$ cat src/ucr_pkg.sv
// Shared types, constants and the UTF-8 encoder function of the codepoint remapper.
// Has no dependencies; every other file of the block imports it.
package ucr_pkg;

    // Kind codes of an input item.
    localparam logic KIND_TEXT  = 1'b0;
    localparam logic KIND_ENTRY = 1'b1;

    // Replacement character and the three bytes that encode it.
    localparam logic [20:0] REPL_CP = 21'h00FFFD;
    localparam logic [3:0][7:0] REPL_BYTES = {8'h00, 8'hBD, 8'hBF, 8'hEF};

    // Lead byte class boundaries.
    localparam logic [7:0] LEAD_CONT  = 8'h80;
    localparam logic [7:0] LEAD_TWO   = 8'hC0;
    localparam logic [7:0] LEAD_THREE = 8'hE0;
    localparam logic [7:0] LEAD_FOUR  = 8'hF0;
    localparam logic [7:0] LEAD_BAD   = 8'hF8;

    // Encoding range limits.
    localparam logic [20:0] LIMIT_ONE   = 21'h000080;
    localparam logic [20:0] LIMIT_TWO   = 21'h000800;
    localparam logic [20:0] LIMIT_THREE = 21'h010000;

    // One input item.
    typedef struct packed {
        logic        kind;
        logic [7:0]  text_byte;
        logic        end_of_text;
        logic [7:0]  entry_index;
        logic [20:0] entry_source;
        logic [20:0] entry_target;
    } in_item_t;

    // One result item.
    typedef struct packed {
        logic [7:0] out_byte;
        logic       last_of_run;
    } out_item_t;

    // Request to the byte emitter: up to four bytes, byte 0 goes out first.
    typedef struct packed {
        logic            load;
        logic [3:0][7:0] bytes;
        logic [2:0]      len;
        logic            last;
    } emit_load_t;

    // Answer of the table search unit.
    typedef struct packed {
        logic        done;
        logic [20:0] target;
    } search_rsp_t;

    // What follows the optional broken-sequence replacement of an item.
    typedef enum logic [1:0] {
        TAIL_NONE = 2'd0,
        TAIL_REPL = 2'd1,
        TAIL_CP   = 2'd2
    } tail_kind_t;

    // Emitter request for the replacement sequence.
    function automatic emit_load_t repl_load(input logic last);
        emit_load_t r;
        r       = '0;
        r.load  = 1'b1;
        r.bytes = REPL_BYTES;
        r.len   = 3'd3;
        r.last  = last;
        return r;
    endfunction

    // Emitter request for the UTF-8 form of a codepoint; always ends the item.
    function automatic emit_load_t encode_cp(input logic [20:0] cp);
        emit_load_t r;
        r      = '0;
        r.load = 1'b1;
        r.last = 1'b1;
        if (cp < LIMIT_ONE)
        begin
            r.bytes[0] = {1'b0, cp[6:0]};
            r.len      = 3'd1;
        end
        else if (cp < LIMIT_TWO)
        begin
            r.bytes[0] = {3'b110, cp[10:6]};
            r.bytes[1] = {2'b10, cp[5:0]};
            r.len      = 3'd2;
        end
        else if (cp < LIMIT_THREE)
        begin
            r.bytes[0] = {4'b1110, cp[15:12]};
            r.bytes[1] = {2'b10, cp[11:6]};
            r.bytes[2] = {2'b10, cp[5:0]};
            r.len      = 3'd3;
        end
        else
        begin
            r.bytes[0] = {5'b11110, cp[20:18]};
            r.bytes[1] = {2'b10, cp[17:12]};
            r.bytes[2] = {2'b10, cp[11:6]};
            r.bytes[3] = {2'b10, cp[5:0]};
            r.len      = 3'd4;
        end
        return r;
    endfunction

endpackage

$ cat src/ucr_emitter.sv
// Byte emitter: holds up to four bytes of one chunk and feeds the output register.
// Depends on ucr_pkg for the emitter request and result item types.
module ucr_emitter
    import ucr_pkg::*;
(
    input  logic       clk,
    input  logic       rst_n,
    input  emit_load_t load,
    output logic       busy,
    output logic       out_valid,
    input  logic       out_stall,
    output out_item_t  out_item
);

    logic            active_reg;
    logic            out_valid_reg;
    logic [3:0][7:0] buf_reg;
    logic [2:0]      len_reg;
    logic            last_reg;
    logic [1:0]      idx_reg;
    out_item_t       out_item_reg;

    logic advance;
    logic final_byte;

    // A byte moves into the output register when that register is free or being taken.
    assign advance    = active_reg && (!out_valid_reg || !out_stall);
    assign final_byte = ({1'b0, idx_reg} == (len_reg - 3'd1));

    always_ff @(posedge clk or negedge rst_n)
    begin
        if (!rst_n)
        begin
            active_reg    <= 1'b0;
            out_valid_reg <= 1'b0;
        end
        else
        begin
            if (load.load)
            begin
                active_reg <= 1'b1;
            end
            else if (advance && final_byte)
            begin
                active_reg <= 1'b0;
            end

            if (advance)
            begin
                out_valid_reg <= 1'b1;
            end
            else if (!out_stall)
            begin
                out_valid_reg <= 1'b0;
            end
        end
    end

    // Chunk buffer and output payload.
    always_ff @(posedge clk)
    begin
        if (load.load)
        begin
            buf_reg  <= load.bytes;
            len_reg  <= load.len;
            last_reg <= load.last;
            idx_reg  <= 2'd0;
        end
        else if (advance)
        begin
            idx_reg <= idx_reg + 2'd1;
        end

        if (advance)
        begin
            out_item_reg.out_byte    <= buf_reg[idx_reg];
            out_item_reg.last_of_run <= last_reg && final_byte;
        end
    end

    assign busy      = active_reg;
    assign out_valid = out_valid_reg;
    assign out_item  = out_item_reg;

    // A new chunk never overwrites bytes still waiting to go out.
    assert property (@(posedge clk) disable iff (!rst_n)
        load.load |-> !active_reg)
        else $error("emitter loaded while busy");

    // The byte pointer stays inside the loaded chunk.
    assert property (@(posedge clk) disable iff (!rst_n)
        active_reg |-> ({1'b0, idx_reg} < len_reg))
        else $error("emitter index past chunk length");

endmodule
$ cat config.mk
export PLATFORM = sky130hd
export DESIGN_NAME = ucr_emitter
export DESIGN_NICKNAME = d
export VERILOG_FILES = /design/src/ucr_pkg.sv /design/src/ucr_emitter.sv
export SDC_FILE = /design/constraint.sdc
export NUM_CORES = 1
export LEC_CHECK = 0
export BUFFER_PORTS_ARGS = -buffer_cell sky130_fd_sc_hd__clkbuf_2
export CAP_MARGIN = 40
export CORE_MARGIN = 5
export CORE_UTILIZATION = 54
export DETAILED_ROUTE_END_ITERATION = 8
export PLACE_DENSITY_LB_ADDON = 0.25
export REMOVE_ABC_BUFFERS = 1
export SLEW_MARGIN = 25
export SYNTH_ARGS = -nofsm -noshare
export SYNTH_HDL_FRONTEND = slang
export SYNTH_SLANG_ARGS = --single-unit
$ cat constraint.sdc
create_clock -name clk -period 2.2 [get_ports clk]
set_input_delay 0.44 -clock clk [delete_from_list [all_inputs] [get_ports clk]]
set_output_delay 0.44 -clock clk [all_outputs]
set_load 0.01 [all_outputs]
==> impl_metrics.yaml, run 1 <==
drt:
  drcViolationCount: 0
  via_per_inst: 4.87
  routed_wl_um: 2640
  wl_per_cell_um: 14.4
  ant_nets: 0
  vias: 892
  drtIter0Drc: 53
  dr.pass1.iters: 4
layout:
  largest_reg_flops: 32
  area_delta_synth_final_pct: 25.1
  instances_no_fill: 183
  n_antenna_cell: 0
  drive_above_1_share_pct: 50.4
  nNetsFinal: 179
timing:
  drv_slew: 0
  max_clock_freq_ghz: 0.642
  setup_viol: 0
  fin_skew_ns: 0.0100
  tns_ns: 0
  worst_slew_pin_slew_ns: 0.539
  worst_slack_ns: 0.641
  hold_violations: 0
  finalCritPeriodShare_pct: 70.9
  grt_setup_unrepaired: "no"
  relSlewSlack_pct: 64.1
  min_period_ns: 1.56
  holdWs_ns: 0.248
clock_network:
  h-tree-depth: 2
  insertion_delay_ns: 0.35
  numCtsBuffers: 5
  cts.reportedPaths.clkPinSlew_ns: 0.14
  clockBufferDepth: 2
  cts-root-buf: "clkbuf_4"
  cts.sinks: 49
  cts_tree: "yes"
floorplan:
  row_count: 20
  io_pins: 51
  die_x_um: 67.3
  dieHeight_um: 67.3
  dieArea_mm2: 0.00453
  start_util_pct: 57.1
  core_area_mm2: 0.00310
grt:
  grt_overflow: 0
  antenna_found_initial: 0
  grt_max_degree: 23
  grt_pass1_vias: 984
  grtUsageTotal_pct: 13.5
  grt_pass1_wl_um: 4150
worst_setup_path:
  crit_type: "flip-flop to flip-flop"
  crit_required_ns: 2.30
  cpPeakStageDelay_ns: 0.58
  cp-start-kind: "flip-flop"
  crit_fanout: 8
  cp_num_buf_inv: 1
  slowest_stage: "dfxtp_1"
  crit_path_cell_trace: "buf_4 -> mux4_1"
  cp_top_family: "flip-flops"
  cp.arrival_ns: 1.66
  endpoint_kind: "flip-flop"
power_and_ir_drop:
  p_leak_nw: 0.872
  switching_share_pct: 20.0
  p_sw_mw: 0.403
  seqPwrFrac_pct: 58.1
  cellPowerDensity_mw_per_mm2: 909
  ir_worst_vdd_mv: 0.529
  p_int_mw: 1.61
  clockPowerShare_pct: 30.7
  p_comb_share_pct: 11.3
  power.total_mw: 2.01
synthesis:
  synth_cells: 78
  ys_seq_area_share_pct: 81.4
  syn_area_mm2: 0.00177
  synthDistinctLibCells: 18
  yosys.area.top_type: "edfxtp_1"
  synthTopCellsByArea: "edfxtp_1 76%, mux4_2 7.6%, mux4_1 3.0%"
  synth_top_area_share_pct: 76.3
  syn_area_per_cell_um2: 22.7
  synth-seq-cells: 49
  ys_warn_count: 0
placement:
  routabilityCongestion: 0.689
  dp_slack_ns: 0.656
  dp.cells: 174
  io_buffers: 50
run:
  drv_cap: 0
worst_hold_path:
  hold_path.class: "primary input to flip-flop"
outcome:
  outcome: "finished clean"
[final cells by class]
type,count,area (um2)
flip-flops and latches,49,1440
fillers,226,887
multi-input cells,25,307
repair buffers,55,303
clock inverters,3,65.1
well taps,44,55.1
clock buffers,5,37.5
inverters,2,7.51
[logic make-up (layout without fill, tap and decap cells)]
logic type,after synthesis,in the layout,share of synthesized area (%)
xor+xnor,4,4,1.98
buf+inv,4,65,1.34
flops,49,49,81.4
compound gates,6,6,2.47
simple gates,6,6,1.55
mux,8,8,10.6
fa+ha+maj,1,1,0.706
[cell usage in the layout, fill, tap and decap left out]
cell / netlist / final
clkbuf_2: 0 / 50
edfxtp_1: 45 / 45
mux4_2: 6 / 6
clkbuf_4: 0 / 5
xnor2_1: 4 / 4
nor2_1: 4 / 4
buf_4: 0 / 3
inv_1: 2 / 2
mux4_1: 2 / 2
a21oi_1: 2 / 2
dfrtp_1: 2 / 2
bufinv_16: 0 / 2
dfxtp_1: 2 / 2
a21boi_2: 1 / 1
and3_1: 1 / 1
a31oi_1: 1 / 1
nand2b_1: 1 / 1
a31o_2: 1 / 1
a21o_1: 1 / 1
ha_1: 1 / 1
clkinv_2: 0 / 1
dlygate4sd3_1: 0 / 1
buf_12: 0 / 1
[layer usage]
| metal | global-route usage, % | wire [um] | share of wire (%) | up-vias |
|---|---|---|---|---|
| met5 | 0 | 0 | 0 | - |
| met4 | 9.11 | 67 | 2.5 | 0 |
| met3 | 4.33 | 182 | 6.9 | 5 |
| met2 | 24.4 | 1430 | 54 | 31 |
| met1 | 12.9 | 953 | 36 | 425 |
| li1 | - | - | - | 431 |
[power by group through the flow]
| stage | combinational [mW] | clock (mW) | sequential [mW] |
|---|---|---|---|
| final | 0.227 | 0.618 | 1.17 |
| after global routing | 0.250 | 0.680 | 1.18 |
| after CTS | 0.232 | 0.629 | 1.17 |
| after detailed placement | 0.231 | 0 | 1.19 |
| after global placement | 0.222 | 0 | 1.19 |
| after floorplan | 0.0958 | 0 | 1.21 |
[worst register-to-register path, delay by kind of cell (launching register included)]
family	cells	cell delay, ns
multiplexers	1	0.53
buffers and inverters	1	0.20
flip-flops	1	0.58
[per-stage QoR]
| stage | area [um2] | utilization (%) |
|---|---|---|
| after CTS | 2220 | 71.4 |
| after global routing | 2220 | 71.4 |
| final | 2220 | 71.4 |
| after detailed placement | 2100 | 67.8 |
| after floorplan | 1760 | - |
| after global placement | 2100 | 67.8 |
[path summary, 6_finish.rpt]
kind	start	endpoint	slack, ns	cells past startpoint
hold / removal	load[0]	last_reg	0.25	1
min in group asynchronous	rst_n	busy	0.38	2
setup / recovery	idx_reg[0]	out_item[7]	0.64	2
max in group asynchronous	rst_n	out_valid	1.72	2
setup reg to reg	idx_reg[0]	out_item[7]	0.64	2
hold reg to reg	busy	out_valid	0.52	1
[what timing repair did]
item / 4_1_cts / 5_1_grt
buffers inserted: 0 / 0
endpoints found under the hold margin: 2 / 0
hold buffers: 1 / 0
resized for setup: 0 / 0
endpoints found under the setup margin: 0 / 0
[cell usage after synthesis]
library cell  count
dfxtp_1           2
buf_2             1
mux4_2            6
mux4_1            2
a31oi_1           1
a31o_2            1
nand2b_1          1
buf_6             1
a21boi_2          1
dfrtp_1           2
nor2_1            4
a21o_1            1
a21oi_1           2
ha_1              1
xnor2_1           4
inv_1             2
and3_1            1
edfxtp_1         45
No activity file was read; power rests on OpenSTA's default activity.
==> run 2: changes to the inputs <==
--- a/config.mk
+++ b/config.mk
@@ -8,7 +8,7 @@
 export BUFFER_PORTS_ARGS = -buffer_cell sky130_fd_sc_hd__clkbuf_2
 export CAP_MARGIN = 40
 export CORE_MARGIN = 5
-export CORE_UTILIZATION = 54
+export CORE_UTILIZATION = 45
 export DETAILED_ROUTE_END_ITERATION = 8
 export PLACE_DENSITY_LB_ADDON = 0.25
 export REMOVE_ABC_BUFFERS = 1
==> constraint.sdc (replaced) <==
create_clock -name clk -period 1.3 [get_ports clk]
set_input_delay 0.26 -clock clk [delete_from_list [all_inputs] [get_ports clk]]
set_output_delay 0.26 -clock clk [all_outputs]
set_load 0.01 [all_outputs]
==> run 2 against run 1 <==
Compared with the run above:
- via count grew 3.3%
- combinational power grew 120%
- sequential power grew 68%
- wire length grew 7.6%
- clock skew shrank 0.0015 ns
- clock power grew 40%
- fmax grew 23%
- setup slack lost 0.61 ns
- die area grew 17%
- cell area grew 4.3%
- largest cell class unchanged
- largest power group unchanged
==> impl_metrics.yaml, run 2 (synthesis gave the netlist of run 1 again) <==
timing:
  grt_setup_unrepaired: "yes"
  drv_slew: 0
  holdWs_ns: 0.136
  min_period_ns: 1.27
  finalCritPeriodShare_pct: 97.8
  setup_viol: 0
  fin_skew_ns: 0.00853
  hold_violations: 0
  tns_ns: 0
  max_clock_freq_ghz: 0.787
  relSlewSlack_pct: 88.1
  worst_slew_pin_slew_ns: 0.177
floorplan:
  dieArea_mm2: 0.00529
  dieHeight_um: 72.7
  core_area_mm2: 0.00374
  io_pins: 51
  start_util_pct: 47.3
  die_x_um: 72.7
  row_count: 22
worst_setup_path:
  crit_fanout: 2
  reg2reg_depth: 5
  path_common_cell: "buf_4"
  crit_path_cell_trace: "buf_4 -> buf_4 -> xnor2_2 -> nor2_1 -> and3_1"
  cp-start-kind: "flip-flop"
  crit_type: "flip-flop to flip-flop"
  slowest_stage: "edfxtp_1"
  cpPeakStageDelay_ns: 0.42
  crit_required_ns: 1.36
  endpoint_kind: "flip-flop"
  cp.arrival_ns: 1.33
drt:
  via_per_inst: 4.75
  drtIter0Drc: 32
  ant_nets: 0
  wl_per_cell_um: 14.6
  drcViolationCount: 0
  routed_wl_um: 2840
  vias: 921
  dr.pass1.iters: 4
clock_network:
  cts_tree: "yes"
  cts.sinks: 49
  h-tree-depth: 2
  numCtsBuffers: 5
  cts-root-buf: "clkbuf_8"
  clockBufferDepth: 2
  cts.reportedPaths.clkPinSlew_ns: 0.09
  insertion_delay_ns: 0.29
layout:
  mostFrequentLayoutCell: "clkbuf_2"
  area_delta_synth_final_pct: 30.5
  nNetsFinal: 186
  largest_reg_flops: 32
  layout_common_cells: "50 x clkbuf_2, 45 x edfxtp_1, 8 x mux4_2"
  instances_no_fill: 194
  utilization_pct: 61.8
  fillers: 290
  n_antenna_cell: 0
  drive_above_1_share_pct: 58.2
grt:
  grt_pass1_wl_um: 4480
  grtUsageTotal_pct: 11.5
  grt_max_degree: 21
  grt_pass1_vias: 972
  antenna_found_initial: 0
  grt_overflow: 0
outcome:
  outcome: "finished clean"
worst_hold_path:
  hold_path.class: "primary input to flip-flop"
  whs_path_depth: 1
placement:
  routabilityCongestion: 0.664
  place_hpwl_um: 2070
  dp.cells: 183
  io_buffers: 50
power_and_ir_drop:
  cellPowerDensity_mw_per_mm2: 1440
  p_leak_nw: 0.911
  ir_worst_vdd_mv: 0.701
  power.total_mw: 3.33
run:
  drv_cap: 0
## run 2: final cells by class
class	instances	area, um2	area share (%)
sequential	49	1440	62.4
timing repair buffer	62	384	16.6
multi-input combinational	25	327	14.1
clock buffer	5	68.8	2.98
tap	48	60.1	2.60
clock inverter	3	22.5	0.974
inverter	2	7.51	0.325
## run 2: through the flow
stage          setup WS, ns  cell area, um2
2_1_floorplan        -0.207            1760
3_3_place_gp        0.00109            2170
3_5_place_dp        -0.0220            2170
4_1_cts              0.0189            2280
5_1_grt             -0.0200            2310
6_report             0.0290            2310
## run 2: report_power, final
| part | internal, mW | switching [mW] |
|---|---|---|
| combinational | 0.294 | 0.203 |
| sequential | 1.91 | 0.0550 |
| clock | 0.382 | 0.486 |
## run 2: path summary, 6_finish.rpt
path / start / to / slack, ns
hold / removal: load[17] / buf_reg[13] / 0.14
setup reg to reg: len_reg[0] / out_item[0] / 0.03
min in group asynchronous: rst_n / out_valid / 0.28
max in group asynchronous: rst_n / busy / 0.93
hold reg to reg: busy / out_valid / 0.52
setup / recovery: len_reg[0] / out_item[0] / 0.03
## run 2: metal layers
layer	vias to the layer above	GRT usage, %	part of all wire (%)
met2	32	19.5	54
met5	-	0	0
met3	2	4.41	7.1
met4	0	4.30	0.60
met1	444	13.2	38
li1	443	-	-
## run 2: critical path: cells and delay by family (launching register included)
| family | cells | cell delay (ns) |
|---|---|---|
| AND/OR/NAND/NOR | 2 | 0.21 |
| buffers and inverters | 2 | 0.28 |
| XOR/XNOR | 1 | 0.14 |
| flip-flops | 1 | 0.42 |
## run 2: what timing repair did
action	4_1_cts	5_1_grt
resized for setup	2	7
pin swaps	4	2
hold buffers	1	0
cloned	0	0
endpoints found under the setup margin	6	4
buffers inserted	1	1
hold endpoints to repair	2	0
